==> src/hdl/lpr_pkg.sv <==
`default_nettype none

package lpr_pkg;

  // Largest field count that a request may announce.
  localparam int unsigned MaxCount = 4096;

  // Header words are four bytes, least significant byte first.
  localparam int unsigned HdrBytes = 4;

  // Widths of the working state.
  localparam int unsigned FieldsW  = $clog2(MaxCount + 1);
  localparam int unsigned PayloadW = 32;
  localparam int unsigned FieldNumW = 12;

  // Packed output tdata: payload_byte, field_number, field_end, request_error.
  localparam int unsigned OutDataW = 24;

  typedef enum logic [2:0] {
    PhCount   = 3'd0,
    PhLen     = 3'd1,
    PhPayload = 3'd2,
    PhDone    = 3'd3,
    PhError   = 3'd4
  } phase_e;

endpackage

`default_nettype wire

==> src/hdl/length_prefixed_request_parser.sv <==
// A result item is registered; it is output in the cycle after its input item is accepted.
// One input item per cycle unless the output stalls, with a single result register.
// An input item is taken while the result register is empty or being drained in the same cycle.
// Input items that produce no result (header bytes, ignored bytes) leave the output untouched.
// Reset (rst_ni low, asynchronous) returns the parser to the count header and empties the output.
`default_nettype none

module length_prefixed_request_parser (
  input  wire         clk_i,
  input  wire         rst_ni,
  input  wire         s_axis_tvalid,
  output logic        s_axis_tready,
  input  wire  [7:0]  s_axis_tdata,   // [7:0] in_byte
  input  wire         s_axis_tlast,   // end_of_request
  output logic        m_axis_tvalid,
  input  wire         m_axis_tready,
  // [7:0] payload_byte, [19:8] field_number, [20] field_end, [21] request_error, [23:22] zero
  output logic [lpr_pkg::OutDataW-1:0] m_axis_tdata,
  output logic        m_axis_tuser,   // payload_valid
  output logic        m_axis_tlast    // request_done
);

  // Parser state.
  lpr_pkg::phase_e                    phase_q, phase_d;
  logic [1:0]                         hdr_idx_q, hdr_idx_d;
  logic [23:0]                        hdr_shift_q, hdr_shift_d;
  logic [lpr_pkg::FieldsW-1:0]        fields_rem_q, fields_rem_d;
  logic [lpr_pkg::PayloadW-1:0]       pay_rem_q, pay_rem_d;
  logic [lpr_pkg::FieldNumW-1:0]      cur_field_q, cur_field_d;
  logic                               err_seen_q, err_seen_d;

  // Result register.
  logic                               out_valid_q;
  logic                               out_pvalid_q, out_pvalid_d;
  logic [7:0]                         out_byte_q, out_byte_d;
  logic [lpr_pkg::FieldNumW-1:0]      out_fnum_q, out_fnum_d;
  logic                               out_fend_q, out_fend_d;
  logic                               out_done_q, out_done_d;
  logic                               out_err_q, out_err_d;

  logic                               in_fire;
  logic                               emit;
  logic [31:0]                        hdr_word;
  logic                               hdr_full;

  // The result register can take a new item when it is empty or drains now.
  assign s_axis_tready = !out_valid_q || m_axis_tready;
  assign in_fire       = s_axis_tvalid && s_axis_tready;

  // Header assembly: the fourth byte completes the little-endian word.
  assign hdr_full = (hdr_idx_q == 2'(lpr_pkg::HdrBytes - 1));
  assign hdr_word = {s_axis_tdata, hdr_shift_q};

  // One parse step per accepted item.
  always_comb begin
    phase_d      = phase_q;
    hdr_idx_d    = hdr_idx_q;
    hdr_shift_d  = hdr_shift_q;
    fields_rem_d = fields_rem_q;
    pay_rem_d    = pay_rem_q;
    cur_field_d  = cur_field_q;
    err_seen_d   = err_seen_q;
    out_pvalid_d = 1'b0;
    out_byte_d   = 8'd0;
    out_fnum_d   = '0;
    out_fend_d   = 1'b0;
    out_done_d   = 1'b0;
    out_err_d    = 1'b0;

    if (in_fire) begin
      // Shift header bytes in while a header is being read.
      if (phase_q == lpr_pkg::PhCount || phase_q == lpr_pkg::PhLen) begin
        if (hdr_full) begin
          hdr_idx_d   = 2'd0;
          hdr_shift_d = '0;
        end else begin
          hdr_idx_d = hdr_idx_q + 2'd1;
          case (hdr_idx_q)
            2'd0:    hdr_shift_d[7:0]   = s_axis_tdata;
            2'd1:    hdr_shift_d[15:8]  = s_axis_tdata;
            2'd2:    hdr_shift_d[23:16] = s_axis_tdata;
            default: hdr_shift_d        = hdr_shift_q;
          endcase
        end
      end

      case (phase_q)
        lpr_pkg::PhCount: begin
          if (hdr_full) begin
            if (hdr_word > 32'(lpr_pkg::MaxCount)) begin
              err_seen_d = 1'b1;
              phase_d    = lpr_pkg::PhError;
            end else if (hdr_word == 32'd0) begin
              phase_d = lpr_pkg::PhDone;
            end else begin
              fields_rem_d = hdr_word[lpr_pkg::FieldsW-1:0];
              phase_d      = lpr_pkg::PhLen;
            end
          end
        end
        lpr_pkg::PhLen: begin
          if (hdr_full) begin
            if (hdr_word == 32'd0) begin
              // Empty field: an end marker with no data.
              out_fnum_d   = cur_field_q;
              out_fend_d   = 1'b1;
              cur_field_d  = cur_field_q + 1'b1;
              fields_rem_d = fields_rem_q - 1'b1;
              phase_d      = (fields_rem_q != lpr_pkg::FieldsW'(1)) ?
                             lpr_pkg::PhLen : lpr_pkg::PhDone;
            end else begin
              pay_rem_d = hdr_word;
              phase_d   = lpr_pkg::PhPayload;
            end
          end
        end
        lpr_pkg::PhPayload: begin
          out_pvalid_d = 1'b1;
          out_byte_d   = s_axis_tdata;
          out_fnum_d   = cur_field_q;
          pay_rem_d    = pay_rem_q - 1'b1;
          if (pay_rem_q == lpr_pkg::PayloadW'(1)) begin
            out_fend_d   = 1'b1;
            cur_field_d  = cur_field_q + 1'b1;
            fields_rem_d = fields_rem_q - 1'b1;
            phase_d      = (fields_rem_q != lpr_pkg::FieldsW'(1)) ?
                           lpr_pkg::PhLen : lpr_pkg::PhDone;
          end
        end
        lpr_pkg::PhDone: begin
          // Any byte after the last field is trailing data.
          err_seen_d = 1'b1;
          phase_d    = lpr_pkg::PhError;
        end
        default: begin
          phase_d = lpr_pkg::PhError;
        end
      endcase

      // End of request: report and return to the reset state.
      if (s_axis_tlast) begin
        out_done_d   = 1'b1;
        out_err_d    = err_seen_d || (phase_d != lpr_pkg::PhDone);
        phase_d      = lpr_pkg::PhCount;
        hdr_idx_d    = 2'd0;
        hdr_shift_d  = '0;
        fields_rem_d = '0;
        pay_rem_d    = '0;
        cur_field_d  = '0;
        err_seen_d   = 1'b0;
      end
    end
  end

  assign emit = in_fire && (out_pvalid_d || out_fend_d || out_done_d);

  // Parser state registers.
  always_ff @(posedge clk_i or negedge rst_ni) begin
    if (!rst_ni) begin
      phase_q      <= lpr_pkg::PhCount;
      hdr_idx_q    <= 2'd0;
      hdr_shift_q  <= '0;
      fields_rem_q <= '0;
      pay_rem_q    <= '0;
      cur_field_q  <= '0;
      err_seen_q   <= 1'b0;
    end else begin
      phase_q      <= phase_d;
      hdr_idx_q    <= hdr_idx_d;
      hdr_shift_q  <= hdr_shift_d;
      fields_rem_q <= fields_rem_d;
      pay_rem_q    <= pay_rem_d;
      cur_field_q  <= cur_field_d;
      err_seen_q   <= err_seen_d;
    end
  end

  // Output valid flag.
  always_ff @(posedge clk_i or negedge rst_ni) begin
    if (!rst_ni) begin
      out_valid_q <= 1'b0;
    end else if (emit) begin
      out_valid_q <= 1'b1;
    end else if (m_axis_tready) begin
      out_valid_q <= 1'b0;
    end
  end

  // Output payload, loaded only with a new result item.
  always_ff @(posedge clk_i) begin
    if (emit) begin
      out_pvalid_q <= out_pvalid_d;
      out_byte_q   <= out_byte_d;
      out_fnum_q   <= out_fnum_d;
      out_fend_q   <= out_fend_d;
      out_done_q   <= out_done_d;
      out_err_q    <= out_err_d;
    end
  end

  assign m_axis_tvalid = out_valid_q;
  assign m_axis_tdata  = {2'b00, out_err_q, out_fend_q, out_fnum_q, out_byte_q};
  assign m_axis_tuser  = out_pvalid_q;
  assign m_axis_tlast  = out_done_q;

  // A payload phase always has bytes left to read.
  a_pay_nonzero: assert property (@(posedge clk_i) disable iff (!rst_ni)
    (phase_q == lpr_pkg::PhPayload) |-> (pay_rem_q != '0))
    else $error("payload phase with no bytes remaining");

  // Length or payload phases always have at least one field outstanding.
  a_fields_nonzero: assert property (@(posedge clk_i) disable iff (!rst_ni)
    (phase_q == lpr_pkg::PhLen || phase_q == lpr_pkg::PhPayload) |-> (fields_rem_q != '0))
    else $error("field phase with no fields remaining");

  // An accepted end-of-request item leaves the parser at the count header.
  a_eor_reset: assert property (@(posedge clk_i) disable iff (!rst_ni)
    (in_fire && s_axis_tlast) |=>
      (phase_q == lpr_pkg::PhCount && hdr_idx_q == 2'd0 && cur_field_q == '0 && !err_seen_q))
    else $error("parser not reset after end of request");

  // The error flag only travels with the done flag.
  a_err_with_done: assert property (@(posedge clk_i) disable iff (!rst_ni)
    (m_axis_tvalid && out_err_q) |-> out_done_q)
    else $error("request error without request done");

  // A data byte without payload_valid is zero.
  a_byte_zero: assert property (@(posedge clk_i) disable iff (!rst_ni)
    (m_axis_tvalid && !out_pvalid_q) |-> (out_byte_q == 8'd0))
    else $error("payload byte nonzero without payload valid");

endmodule

`default_nettype wire
==> config.mk <==
export PLATFORM = sky130hd
export DESIGN_NAME = length_prefixed_request_parser
export DESIGN_NICKNAME = d
export VERILOG_FILES = /design/src/hdl/lpr_pkg.sv /design/src/hdl/length_prefixed_request_parser.sv
export SDC_FILE = /design/constraint.sdc
export NUM_CORES = 1
export LEC_CHECK = 0
export ABC_AREA = 0
export BUFFER_PORTS_ARGS = -buffer_cell sky130_fd_sc_hd__clkbuf_2
export CORE_MARGIN = 2
export CORE_UTILIZATION = 40
export CTS_BUF_LIST = sky130_fd_sc_hd__clkbuf_2
export DETAILED_ROUTE_END_ITERATION = 12
export PLACE_DENSITY = 0.6
export SLEW_MARGIN = 25
export SYNTH_ARGS = -nofsm -noshare
export SYNTH_HDL_FRONTEND = slang
export SYNTH_SLANG_ARGS = --single-unit
==> constraint.sdc <==
create_clock -name clk_i -period 6.2 [get_ports clk_i]
set_input_delay 0 -clock clk_i [delete_from_list [all_inputs] [get_ports clk_i]]
set_output_delay 0 -clock clk_i [all_outputs]
set_load 0.03 [all_outputs]
==> out/metrics.csv <==
stage;metric;value;unit
run_status;outcome;finished clean;
pwr;irDropWorstVdd;0.000209;V
die;ios;41;
worst_hold_path;hold_class;in2reg;
timing;tns;0;ns
timing;max_freq;0.317;GHz
worst_setup_path;end_kind;flip-flop;
clock_tree;cts.sinks;112;
clock_tree;cts.path.max_buffers;2;
logic_synthesis;yosys.area.top_type_share;0.358;
die;placementRows;45;
placed_design;placed_area;6460;um^2
detailed_routing;wl_per_cell;18.4;um
clock_tree;ctsHoldBuffers;15;
timing;relSlewSlack;0.357;
logic_synthesis;async_flop_share;0.786;
die;design.die.area;16400;um^2
logic_synthesis;yosysSeqAreaShare;0.475;
timing;drv_slew;0;
logic_synthesis;synth.largest_area_cell;dfrtp_1;
clock_tree;postCtsSetupBuffers;0;
detailed_routing;vias;5441;
placed_design;gp_congestion;0.848;
logic_synthesis;ys_ff_latch;112;
layout;syn_to_final_growth;9.12;%
clock_tree;root_buffer;clkbuf_2;
worst_setup_path;critical_path_class;reg2reg;
detailed_routing;wl;16700;um
logic_synthesis;syn-cell-area;6160;um^2
logic_synthesis;yosysWarnings;0;
worst_setup_path;required;6.68;ns
layout;layout-drive-gt1-share;0.120;
layout;stdcell_area;6720;um^2
clock_tree;cts_resized;0;
detailed_routing;vias_per_cell;6.01;
clock_tree;path_clk_slew;0.29;ns
layout;most-common-layout-cells;o21ai_0, nand2_1, dfrtp_1, nor2_1, a21oi_1;
die;die_w;128;um
logic_synthesis;synth_ff_type;dfrtp_1;
timing;skew;0.0423;ns
die;die_y;128;um
clock_tree;cts_inserted_buffers;9;
timing;finalCriticalPeriod;3.15;ns
worst_setup_path;crit_path_start_kind;flip-flop;
pwr;cellLeakagePower;2.88;nW
clock_tree;cts_tree;done;
die;initial_core_util;0.407;
logic_synthesis;avgSynthCellArea;9.05;um^2
global_routing;grt.overflow.total;0;
logic_synthesis;synthCells;680;
worst_setup_path;cp.arrival;3.64;ns
timing;rsz0062_at_grt;false;
placed_design;hpwlAfterDp;11400;um
worst_setup_path;cp_max_fo;25;
global_routing;globalRouteTotalUtil;0.215;
logic_synthesis;ys_top_cells_by_area;dfrtp_1, edfxtp_1, o21ai_0;
die;coreArea;15100;um^2
pwr;power.density;280;nW/um^2
logic_synthesis;ys_types;70;
timing;max_slew.worst_pin.slew;0.963;ns
timing;layout_worst_path_cycle_share;0.509;
global_routing;grt_pass1_wl;27700;um
layout;layout_commonest_cell;o21ai_0;
clock_tree;worstSkewPairLatency;0.64;ns
detailed_routing;drt_first_pass_iters;5;
detailed_routing;drt_iter0_markers;426;
flow_run;max_cap_viol_count;0;
timing;finalHoldViolations;0;
logic_synthesis;synth_edf_count;24;
layout;nNetsFinal;734;
placed_design;io_buffer_count;38;
detailed_routing;drc;0;
timing;setup_viol_count_final;0;
clock_tree;htreeDepth;3;
global_routing;antenna_found_initial;1;
detailed_routing;drtAntennaViolNets;0;
global_routing;grt_max_degree;62;
global_routing;grt_pass1_vias;5205;
==> critical path, stage by stage (launching register included) <==
cell and delay [ns]:
dfrtp_1 0.55, nor4_1 0.37, nand4b_1 0.25, nor3_2 0.45
a21oi_1 0.38, nand2_1 0.78, o21ai_0 0.22
==> cell usage after synthesis, types with 5 or more instances <==
library cell	count
and2_1	14
o21ai_0	91
o211ai_1	5
nand2_1	90
nor2_1	51
ha_1	9
nand4_1	9
a21o_1	5
edfxtp_1	24
mux2i_1	5
inv_1	14
or3_1	13
o21a_1	7
a21oi_1	51
a32oi_1	6
clkbuf_1	32
nand3_1	8
dfrtp_1	88
a22oi_1	8
a22o_1	6
nor3_1	21
and3_1	14
nor4_1	22
==> path summary, 6_finish.rpt <==
kind,start,end,slack (ns),cells past startpoint
max in group asynchronous,rst_ni,hdr_shift_q[16]$_DFFE_PN0P_,5.03,4
hold / removal,s_axis_tdata[6],pay_rem_q[30]$_DFFE_PN0P_,0.22,4
setup / recovery,hdr_shift_q[7]$_DFFE_PN0P_,pay_rem_q[16]$_DFFE_PN0P_,3.05,6
hold reg to reg,err_seen_q$_DFFE_PN0P_,err_seen_q$_DFFE_PN0P_,0.53,1
setup reg to reg,hdr_shift_q[7]$_DFFE_PN0P_,pay_rem_q[16]$_DFFE_PN0P_,3.05,6
min in group asynchronous,rst_ni,pay_rem_q[23]$_DFFE_PN0P_,0.33,4
==> cell families (layout without fill, tap and decap cells) <==
group / count (synthesis) / count (layout) / synth area share
other cells: 1 / 3 / 0.000609
mux: 5 / 5 / 0.00813
simple gates: 272 / 272 / 0.227
fa+ha+maj: 9 / 9 / 0.0183
buf+inv: 53 / 89 / 0.0360
compound gates: 223 / 223 / 0.228
flops: 112 / 112 / 0.475
xor+xnor: 5 / 5 / 0.00711
==> state kept, by name, summed over array words and instances (netlist names), 2 cells and up <==
name and flops:
pay_rem_q 32, out_byte_q 8, out_fnum_q 12, fields_rem_q 13, hdr_idx_q 2, cur_field_q 12, hdr_shift_q 24, phase_q 3
==> stage by stage <==
step           std cells  total power [mW]  worst slack [ns]  utilization  hold slack, ns
4_1_cts              905              1.89              3.07        0.443           0.172
3_5_place_dp         874              1.58              3.12        0.427         -0.0588
3_3_place_gp         874              1.57              3.19        0.427         -0.0573
5_1_grt              906              2.01              2.66        0.444           0.197
6_report             906              1.88              3.05        0.444           0.221
2_1_floorplan        681              1.38              3.72            -          -0.296
==> per-layer routing <==
metal  global-route usage  wire length, um
met3               0.0467              864
met1                0.290             7480
met2                0.350             8000
met5                    0                0
met4               0.0601              365
==> where the power goes <==
| group | total [mW] | switching [mW] | internal, mW |
|---|---|---|---|
| logic | 0.587 | 0.383 | 0.204 |
| clock network | 0.291 | 0.233 | 0.0584 |
| registers | 1.00 | 0.141 | 0.861 |
| total | 1.88 | 0.757 | 1.12 |
==> final cells by class <==
type | instances | area, um^2
Fill cell | 1509 | 8430
Multi-Input combinational cell | 516 | 3030
Sequential cell | 112 | 2920
Timing Repair Buffer | 58 | 390
Tap cell | 188 | 235
Clock buffer | 13 | 65.1
Inverter | 15 | 56.3
Clock inverter | 3 | 20.0
Antenna cell | 1 | 2.50
No activity file was read; power rests on OpenSTA's default activity.
